==> config.mk <==
export PLATFORM = sky130hd
export DESIGN_NAME = lpr_cell
export DESIGN_NICKNAME = d
export VERILOG_FILES = /design/src/rtl/lpr_pkg.sv /design/src/rtl/lpr_cell.sv
export SDC_FILE = /design/constraint.sdc
export NUM_CORES = 1
export LEC_CHECK = 0
export BUFFER_PORTS_ARGS = -buffer_cell sky130_fd_sc_hd__buf_4
export CORE_MARGIN = 5
export CORE_UTILIZATION = 40
export CTS_CLUSTER_SIZE = 8
export DETAILED_ROUTE_END_ITERATION = 10
export HOLD_SLACK_MARGIN = 0.02
export SLEW_MARGIN = 20
export SYNTH_ARGS = -nofsm -noshare
export SYNTH_HDL_FRONTEND = slang
export SYNTH_SLANG_ARGS = --single-unit
==> constraint.sdc <==
create_clock -name clk_i -period 3.55 [get_ports clk_i]
set_input_delay 0.71 -clock clk_i [delete_from_list [all_inputs] [get_ports clk_i]]
set_output_delay 0.71 -clock clk_i [all_outputs]
set_load 0.02 [all_outputs]
==> src/rtl/lpr_pkg.sv <==
`default_nettype none
// ----------------------------------------------------------------------------
// lpr_pkg
// shared constants and the token type that travels along the lookup chain
// ----------------------------------------------------------------------------
package lpr_pkg;

  localparam int unsigned LprTableDepth = 256;

  localparam int unsigned IdxW  = 8;
  localparam int unsigned AddrW = 32;
  localparam int unsigned PortW = 4;
  localparam int unsigned LiveW = 9;

  // operation codes of an input item
  localparam logic OpWrite  = 1'b0;
  localparam logic OpLookup = 1'b1;

  // register word index on the configuration port
  localparam logic RegLiveEntries = 1'b0;

  // one token per chain stage
  // write:  key = prefix, mask = mask, hop/port = entry data
  // lookup: key = address, mask/hop/port/found = best match so far
  typedef struct packed {
    logic             valid;
    logic             op;
    logic [IdxW-1:0]  index;
    logic [AddrW-1:0] key;
    logic [AddrW-1:0] mask;
    logic [AddrW-1:0] hop;
    logic [PortW-1:0] port;
    logic             found;
  } lpr_tok_t;

endpackage
`default_nettype wire

==> src/rtl/lpr_cell.sv <==
`default_nettype none
// ----------------------------------------------------------------------------
// lpr_cell
// one table slot: stores its entry and updates the best match of a passing
// lookup token
// ----------------------------------------------------------------------------
module lpr_cell #(
  parameter int unsigned CellIdx = 0
) (
  input  wire logic              clk_i,
  input  wire logic              rst_ni,
  input  wire logic              advance_i,
  input  wire logic              live_i,
  input  wire lpr_pkg::lpr_tok_t tok_i,
  output lpr_pkg::lpr_tok_t      tok_o
);
  import lpr_pkg::*;

  logic [AddrW-1:0] prefix_q;
  logic [AddrW-1:0] mask_q;
  logic [AddrW-1:0] hop_q;
  logic [PortW-1:0] port_q;

  logic     valid_q;
  lpr_tok_t tok_q;
  lpr_tok_t tok_d;
  logic     wr_hit;
  logic     match;
  logic     better;

  assign wr_hit = tok_i.valid && (tok_i.op == OpWrite) && (32'(tok_i.index) == CellIdx);
  assign match  = live_i && ((tok_i.key & mask_q) == prefix_q);
  // strictly greater keeps the lower slot on equal masks
  assign better = tok_i.valid && (tok_i.op == OpLookup) && match &&
                  (!tok_i.found || (mask_q > tok_i.mask));

  always_comb begin
    tok_d = tok_i;
    if (better) begin
      tok_d.found = 1'b1;
      tok_d.mask  = mask_q;
      tok_d.hop   = hop_q;
      tok_d.port  = port_q;
    end
  end

  always_ff @(posedge clk_i) begin
    if (advance_i && wr_hit) begin
      prefix_q <= tok_i.key;
      mask_q   <= tok_i.mask;
      hop_q    <= tok_i.hop;
      port_q   <= tok_i.port;
    end
  end

  always_ff @(posedge clk_i or negedge rst_ni) begin
    if (!rst_ni) begin
      valid_q <= 1'b0;
    end else if (advance_i) begin
      valid_q <= tok_i.valid;
    end
  end

  always_ff @(posedge clk_i) begin
    if (advance_i) begin
      tok_q <= tok_d;
    end
  end

  always_comb begin
    tok_o       = tok_q;
    tok_o.valid = valid_q;
  end

endmodule
`default_nettype wire

==> metrics.csv <==
stage;metric;value;unit
placement;io_buffers;225;
setup_path;worstPathArrival;3390;ps
clocking;clockBufferDepth;3;
finish;final_layout_size_suffix_gt1_share;44.7;%
clocking;cts_htree_levels;1;
yosys;synth_top_area_share;72.6;%
power_and_ir_drop;total_power;5.91;mW
sta;fin_skew;15.4;ps
power_and_ir_drop;power_density;510;mW/mm²
placement;dp_cells;990;
global_route;grt_overflow;0;
finish;area_growth;33.4;%
placement;dp_slack;105;ps
routing;drt-pass1-iter-count;4;
run_status;status;finished clean;
yosys;synth_cells;488;
min_path;hold_path.class;in -> reg;
routing;vias;5120;
global_route;grtUsageTotal;15.8;%
yosys;synth-async-reset-ratio;0.474;%
setup_path;r2r_start;mask_q[15]$_DFFE_PP_;
setup_path;worst-path-max-fanout;53;
die;die_area;0.0248;mm²
job;maxCapViolations;0;
placement;hpwl;14.3;mm
yosys;ys_seq_area_share;72.9;%
sta;max_freq;320;MHz
finish;fillers;1815;
setup_path;critPathRequiredTime;3820;ps
sta;maxSlewViolCount;0;
power_and_ir_drop;p_int;4.65;mW
setup_path;endpoint_kind;flop;
clocking;cts_made_buffers;30;
sta;slew_headroom;49.0;%
die;dieHeight;157;µm
yosys;syn_area;0.00868;mm²
yosys;yosys_warnings;0;
finish;layout_common_cells;buf_4 (228), edfxtp_1 (210), mux2_2 (49);
yosys;ys_ff_latch;211;
setup_path;startpoint_type;flop;
global_route;antenna_found_initial;0;
sta;worst_pin_slew;765;ps
sta;finalSetupViolCount;0;
setup_path;startpoint;mask_q[15]$_DFFE_PP_;
die;core;0.0216;mm²
global_route;grt_pass1_vias;5426;
finish;final_cells;1036;
sta;finalCriticalPeriod;3130;ps
die;start_util;40.2;%
routing;routedWlPerCell;19.6;µm
min_path;min-delay-start;tok_i[34];
yosys;yosys.area.top_type;edfxtp_1;
routing;drtAntennaViolNets;0;
finish;diodes;0;
power_and_ir_drop;switchingPower;1.26;mW
routing;routed_wl;20.3;mm
finish;fin_util;53.6;%
power_and_ir_drop;clock_power_share;43.0;%
yosys;syn-num-nets;635;
placement;place_congestion;0.770;
yosys;yosys-top-cells-area;edfxtp_1 (73%), mux2_2 (6.4%), ha_1 (4.6%);
sta;rsz0062_at_grt;false;
finish;mostFrequentLayoutCell;buf_4;
power_and_ir_drop;p_leak;4.69;nW
yosys;synth-main-ff-cell;edfxtp_1;
power_and_ir_drop;max-vdd-ir-drop;0.000373;V
yosys;synth-edff-count;210;
die;die-width;157;µm
power_and_ir_drop;p_sw_share;21.3;%
clocking;clock-sinks;211;
clocking;cts-root-buf;clkbuf_16;
power_and_ir_drop;power_frac_comb;8.5;%
global_route;grt_max_degree;101;
sta;final.setup.worst_slack;423;ps
yosys;synth.avg_cell_area;17.8;µm²
power_and_ir_drop;power_frac_seq;48.5;%
routing;drt-initial-drc-count;297;
clocking;clk_latency;530;ps
setup_path;critPathKind;reg -> reg;
sta;hold_viol;0;
finish;nets;890;
die;io_pins;226;
routing;remaining_drc_errors;0;
yosys;yosysUniqueCellTypes;38;
clocking;tritoncts;yes;
sta;fin_crit_sh;88.1;%
die;fp-row-count;54;
global_route;grt_pass1_wl;30.5;mm
clocking;clkTransAtPathRegs;50;ps
routing;viasPerCell;4.94;
==> worst max-delay path, cell delays in order (launching register included) <==
cell and delay [ps]:
edfxtp_1 470, ha_1 360, nand4_1 200, nor4_1 390, nor2b_1 220, nor2_1 90, o311ai_4 330, buf_12 350
mux2_2 390
==> sequential cells by signal (all words and copies together) (netlist names) <==
signal,cells
port_q,4
prefix_q,32
valid_q,1
hop_q,32
mask_q,32
tok_o,110
==> Yosys cell counts (all sizes together), types with 5 or more instances <==
master / number
mux2: 69
ha: 32
and3b: 5
nor4: 6
buf: 8
a21boi: 5
nand2: 30
edfxtp: 210
inv: 34
nand4: 12
xor2: 19
nand3: 7
a21oi: 16
==> cell type report <==
class                           count  area, µm²  share of cell area, %
Inverter                           34        128                   1.10
Sequential cell                   211       6330                   54.6
Timing Repair Buffer              231       1760                   15.2
Clock inverter                      1       7.51                 0.0648
Clock buffer                       44        825                   7.12
Multi-Input combinational cell    235       2180                   18.8
Tap cell                          280        350                   3.02
==> through the flow <==
stage          hold WS, ps  cell area [µm²]  setup TNS (ps)
2_1_floorplan          414             8730         -113190
3_3_place_gp           486            10700               0
3_5_place_dp           487            10700               0
4_1_cts                339            11600               0
5_1_grt                337            11600               0
6_report               364            11600               0
==> logic make-up (layout without fill, tap and decap cells) <==
family	Yosys count	after routing	share of synthesized area, %
AO/OA/AOI/OAI	41	41	3.44
flip-flops	211	211	72.9
multiplexers	69	69	9.81
AND/OR/NAND/NOR	74	74	4.83
buffers and inverters	42	310	2.49
XOR/XNOR	19	19	1.92
adder cells (fa/ha/maj)	32	32	4.61
==> metal layers <==
metal	routed length (µm)	GRT usage, %	up-vias
li1	-	-	2394
met1	8360	20.7	2538
met2	10200	27.1	166
met3	1440	3.33	22
met4	331	4.01	0
met5	0	0	-
==> power by group through the flow <==
stage                     logic (mW)  registers [mW]  clock network (mW)
after floorplan               0.0946            3.02                   0
after global placement         0.501            2.91                   0
after detailed placement       0.508            2.92                   0
after CTS                      0.511            2.87                2.61
after global routing           0.541            2.87                2.74
final                          0.503            2.87                2.54
==> repair_timing <==
action,CTS,global route
hold buffers,1,0
gates resized for setup,0,0
setup endpoints to repair,0,0
setup buffers,0,0
endpoints found under the hold margin,1,0
==> final timing paths <==
check,to,slack (ps),cells after the start
max,tok_o[7]$_DFFE_PP_,420,8
min,hop_q[29]$_DFFE_PP_,360,1
max reg2reg,tok_o[7]$_DFFE_PP_,420,8
min reg2reg,valid_q$_DFFE_PN0P_,510,1
max in group asynchronous,valid_q$_DFFE_PN0P_,2980,2
min in group asynchronous,valid_q$_DFFE_PN0P_,490,2
No activity file was read; power rests on OpenSTA's default activity.
