<file path="src/rtl/lpr_pkg.sv">
`default_nettype none
// ----------------------------------------------------------------------------
// lpr_pkg
// shared constants and the token type that travels along the lookup chain
// ----------------------------------------------------------------------------
package lpr_pkg;

  localparam int unsigned LprTableDepth = 256;

  localparam int unsigned IdxW  = 8;
  localparam int unsigned AddrW = 32;
  localparam int unsigned PortW = 4;
  localparam int unsigned LiveW = 9;

  // operation codes of an input item
  localparam logic OpWrite  = 1'b0;
  localparam logic OpLookup = 1'b1;

  // register word index on the configuration port
  localparam logic RegLiveEntries = 1'b0;

  // one token per chain stage
  // write:  key = prefix, mask = mask, hop/port = entry data
  // lookup: key = address, mask/hop/port/found = best match so far
  typedef struct packed {
    logic             valid;
    logic             op;
    logic [IdxW-1:0]  index;
    logic [AddrW-1:0] key;
    logic [AddrW-1:0] mask;
    logic [AddrW-1:0] hop;
    logic [PortW-1:0] port;
    logic             found;
  } lpr_tok_t;

endpackage
`default_nettype wire

</file>
<file path="src/rtl/lpr_intf.sv">
`default_nettype none


interface lpr_rsp_if;
  import lpr_pkg::*;

  logic             valid;
  logic             ready;
  logic             route_found;
  logic [AddrW-1:0] gateway;
  logic [PortW-1:0] out_port;

  modport source (output valid, route_found, gateway, out_port, input ready);
  modport sink (input valid, route_found, gateway, out_port, output ready);
endinterface
`default_nettype wire

</file>
<file path="src/rtl/lpr_outreg.sv">
`default_nettype none
// ----------------------------------------------------------------------------
// lpr_outreg
// result register at the end of the chain; drops write tokens and stalls the
// chain while a result waits
// ----------------------------------------------------------------------------
module lpr_outreg (
  input  wire logic              clk_i,
  input  wire logic              rst_ni,
  input  wire lpr_pkg::lpr_tok_t tail_i,
  output logic                   advance_o,
  lpr_rsp_if.source              rsp
);
  import lpr_pkg::*;

  logic             out_valid_q;
  logic             found_q;
  logic [AddrW-1:0] hop_q;
  logic [PortW-1:0] port_q;
  logic             take;

  assign advance_o = !out_valid_q || rsp.ready;
  assign take      = tail_i.valid && (tail_i.op == OpLookup);

  always_ff @(posedge clk_i or negedge rst_ni) begin
    if (!rst_ni) begin
      out_valid_q <= 1'b0;
    end else if (advance_o) begin
      out_valid_q <= take;
    end
  end

  always_ff @(posedge clk_i) begin
    if (advance_o && take) begin
      found_q <= tail_i.found;
      hop_q   <= tail_i.found ? tail_i.hop : '0;
      port_q  <= tail_i.found ? tail_i.port : '0;
    end
  end

  assign rsp.valid       = out_valid_q;
  assign rsp.route_found = found_q;
  assign rsp.gateway     = hop_q;
  assign rsp.out_port    = port_q;

  // write tokens leave the chain without a result
  a_write_no_rsp: assert property (@(posedge clk_i) disable iff (!rst_ni)
    (advance_o && !take) |=> !out_valid_q)
    else $error("result raised by a write token");

  // a lookup at the tail always lands in the result register
  a_lookup_rsp: assert property (@(posedge clk_i) disable iff (!rst_ni)
    (advance_o && take) |=> out_valid_q)
    else $error("lookup token lost at the tail");

  // a miss reports zero hop and port
  a_miss_zero: assert property (@(posedge clk_i) disable iff (!rst_ni)
    (out_valid_q && !found_q) |-> (hop_q == '0) && (port_q == '0))
    else $error("miss with non-zero route data");

endmodule
`default_nettype wire

</file>
<file path="src/flat_wrapper.sv">
// flat-port wrapper written by rule: the top's interface ports become plain ports
module lpr_outreg_flat import lpr_pkg::*;
  (clk_i, rst_ni, tail_i, advance_o, rsp_valid, rsp_route_found, rsp_gateway, rsp_out_port, rsp_ready);
  lpr_rsp_if rsp_i ();
  input  wire logic clk_i;
  input  wire logic rst_ni;
  input  wire lpr_pkg::lpr_tok_t tail_i;
  output logic advance_o;
  output wire logic [$bits(rsp_i.valid)-1:0] rsp_valid;
  output wire logic [$bits(rsp_i.route_found)-1:0] rsp_route_found;
  output wire logic [$bits(rsp_i.gateway)-1:0] rsp_gateway;
  output wire logic [$bits(rsp_i.out_port)-1:0] rsp_out_port;
  input wire logic [$bits(rsp_i.ready)-1:0] rsp_ready;
  assign rsp_valid = rsp_i.valid;
  assign rsp_route_found = rsp_i.route_found;
  assign rsp_gateway = rsp_i.gateway;
  assign rsp_out_port = rsp_i.out_port;
  assign rsp_i.ready = rsp_ready;
  lpr_outreg u_core (.clk_i(clk_i), .rst_ni(rst_ni), .tail_i(tail_i), .advance_o(advance_o), .rsp(rsp_i));
endmodule
</file>
<file path="config.mk">
export PLATFORM = sky130hd
export DESIGN_NAME = lpr_outreg_flat
export DESIGN_NICKNAME = d
export VERILOG_FILES = /design/src/rtl/lpr_pkg.sv /design/src/rtl/lpr_intf.sv /design/src/rtl/lpr_outreg.sv /design/src/flat_wrapper.sv
export SDC_FILE = /design/constraint.sdc
export NUM_CORES = 1
export LEC_CHECK = 0
export BUFFER_PORTS_ARGS = -buffer_cell sky130_fd_sc_hd__clkbuf_2
export CORE_AREA = 2 2 72 74
export DETAILED_ROUTE_END_ITERATION = 6
export DIE_AREA = 0 0 74 76
export GPL_TIMING_DRIVEN = 0
export PLACE_DENSITY_LB_ADDON = 0.12
export RECOVER_POWER = 25
export SLEW_MARGIN = 15
export SYNTH_ARGS = -nofsm -noshare
export SYNTH_HDL_FRONTEND = slang
export SYNTH_SLANG_ARGS = --single-unit
</file>
<file path="constraint.sdc">
create_clock -name clk_i -period 2.7 [get_ports clk_i]
set_clock_uncertainty 0.05 [all_clocks]
set_input_delay 0 -clock clk_i [delete_from_list [all_inputs] [get_ports clk_i]]
set_output_delay 0 -clock clk_i [all_outputs]
set_load 0.01 [all_outputs]
</file>
==> flow_summary.yaml <==
timing:
  drv_slew: 0
  layout_min_cycle_time_ns: 1.79
  hold_viol: 0
  setup_violations: 0
  rsz0062_at_grt: "false"
  max_freq_mhz: 558
  min_period_over_period: 0.664
  slew_headroom: 0.691
  fin_setup_tns_ns: 0
  tightest_slew_ns: 0.463
global_route:
  track_usage: 0.120
  antenna_found_initial: 0
  grt_pass1_wl_um: 5160
  grt_max_degree: 25
  grt_pass1_vias: 1202
  grt.overflow.total: 0
synthesis:
  ys_ff_latch: 38
  yosysMostFrequentCell: "edfxtp_1"
  syn_area_um2: 1440
  synth_edf_count: 37
  synth_top_area_cell: "edfxtp_1"
  synth_compound_area_frac: 0
  avgSynthCellArea_um2: 17.8
  synth.distinct_cells: 7
  synth_top_area_share: 0.771
  yosysWarnings: 0
  ys.flop_type: "edfxtp_1"
  synth_top_family_by_area: "simple AND/OR/NAND/NOR gates"
  synthXorXnorAreaFrac: 0
  synth_nets: 195
  synthSimpleGateAreaFrac: 0.201
  synth_common_cells: "edfxtp_1, and2_2, clkbuf_2, nand2_1"
  synth.area.top_cells: "edfxtp_1, and2_2, dfrtp_1, clkbuf_2, nand2_1"
  ys_async_sr_fraction: 0.0263
  synth_mux_area_frac: 0
  yosysSeqAreaShare: 0.788
  synth_fa_ha_area_frac: 0
  netlist_instances: 81
detailed_routing:
  dr.pass1.iters: 3
  via_per_inst: 3.87
  via_count: 1091
  drcViolationCount: 0
  drt-total-wl_um: 3240
  ant_nets: 0
  drtIter0Drc: 43
  routedWlPerCell_um: 11.5
placed_design:
  dp_cells: 232
  finalWeightedCongestion: 0.647
  hpwl_um: 2140
  postPlaceCellArea_um2: 1960
  io_buffers: 80
power_and_ir_drop:
  leakage_nw: 1.00
  powerDensity_nw_per_um2: 499
  power_mw: 1.21
  peakVddDrop_v: 0.000238
final_layout:
  nets: 325
  diodes: 0
  finalNonFillerCells: 282
  seqCellArea_um2: 1140
  num-fill-cells: 466
  syn_to_final_growth_pct: 68.7
  final_area_um2: 2430
  drive_above_1_share: 0.472
  multiInputGateArea_um2: 298
clocking:
  clockRootBuffer: "clkbuf_8"
  cts_buffers: 5
  cts_sinks: 38
  cts.clk_slew.worst_paths_ns: 0.07
  cts_tree: "done"
  cts_resized: 0
  clkLatencyLatePin_ns: 0.28
  htree_levels: 2
  cts_buffer_depth: 2
setup_path:
  cp_data_required_time_ns: 2.82
  worst-path-buf-inv: 4
  cp_slowest_cell: "dlygate4sd3_1"
  crit_fanout: 2
  critPathTopFamily: "buffers and inverters"
  arrival_ns: 1.91
  critical_path_class: "input pin to register"
  crit_top_cell: "dlygate4sd3_1"
  critPathLaunchType: "input pin"
  critPathCaptureType: "register"
  path_cells: "dlygate4sd3_1, clkbuf_2, nand2_1, dlygate4sd3_1, nand2_1, dlygate4sd3_1"
  slowest_delay_ns: 0.57
floorplanning:
  core_area_um2: 4910
  die_w_um: 74
  ioPinCount: 153
  die_h_um: 76
  core.rowCount: 26
  dieArea_um2: 5620
  initial_core_util: 0.293
outcome:
  status: "completed"
flow_run:
  drv_cap: 0
hold_path:
  min_path_type: "input pin to register"
==> state kept, by name (all words and copies together) (netlist names) <==
name / cells
u_core.rsp.valid: 1
u_core.rsp.out_port: 4
u_core.rsp.gateway: 32
u_core.rsp.route_found: 1
==> cell families after synthesis <==
logic type,count (synthesis)
buffers and inverters,3
and+or+nand+nor,40
DFF,38
==> layer usage <==
metal,up-vias,global-route usage,share of wire
li1,536,-,-
met1,495,0.125,0.39
met2,57,0.219,0.52
met3,3,0.0476,0.082
met4,0,0.0309,0.0071
met5,-,0,0
==> power by group <==
part / internal (mW) / switching, mW
Clock: 0.177 / 0.189
Sequential: 0.678 / 0.00637
Combinational: 0.0991 / 0.0645
Total: 0.954 / 0.260
==> tightest hold or removal path, delay by kind of cell <==
kind / cells / cell delay (ns)
buf+inv: 1 / 0.08
simple gates: 2 / 0.23
==> cell type report <==
class / count / share of cell area
buffer: 3 / 0.00617
clock buffer: 6 / 0.0298
tap: 70 / 0.0360
sequential: 38 / 0.467
clock inverter: 2 / 0.00360
multi-input combinational: 40 / 0.122
timing repair buffer: 123 / 0.335
==> cells in the final DEF, fill, tap and decap left out, drive strengths merged <==
| cell | n |
|---|---|
| dfrtp | 1 |
| clkbuf | 89 |
| nand2b | 1 |
| edfxtp | 37 |
| and2 | 36 |
| nor2b | 1 |
| buf | 1 |
| nand2 | 2 |
| dlygate4sd3 | 42 |
| clkinv | 2 |
==> timing repair <==
item | 4_1_cts | 5_1_grt
hold endpoints to repair | 39 | 0
hold buffers | 42 | 0
setup buffers | 0 | 0
==> path summary, 6_finish.rpt <==
kind                                       start                endpoint  slack, ns  depth (start not counted)
worst min register to register  u_core.rsp.valid   u_core.rsp.gateway[4]       0.79                          2
min in group asynchronous                 rst_ni        u_core.rsp.valid       0.50                          3
worst min-delay path                 tail_i[110]   u_core.rsp.gateway[4]       0.17                          3
worst max-delay path                 tail_i[109]        u_core.rsp.valid       0.91                          6
worst max register to register  u_core.rsp.valid  u_core.rsp.gateway[13]       1.17                          3
max in group asynchronous                 rst_ni        u_core.rsp.valid       1.99                          3
==> through the flow <==
stage | hold WS (ns) | setup slack [ns] | utilization
2_1_floorplan | -0.346 | 0.643 | -
3_3_place_gp | -0.274 | 0.405 | 0.393
3_5_place_dp | -0.272 | 1.15 | 0.400
4_1_cts | 0.167 | 0.937 | 0.502
5_1_grt | 0.198 | 0.842 | 0.495
6_report | 0.174 | 0.908 | 0.495
(Power assumes the default switching activity.)
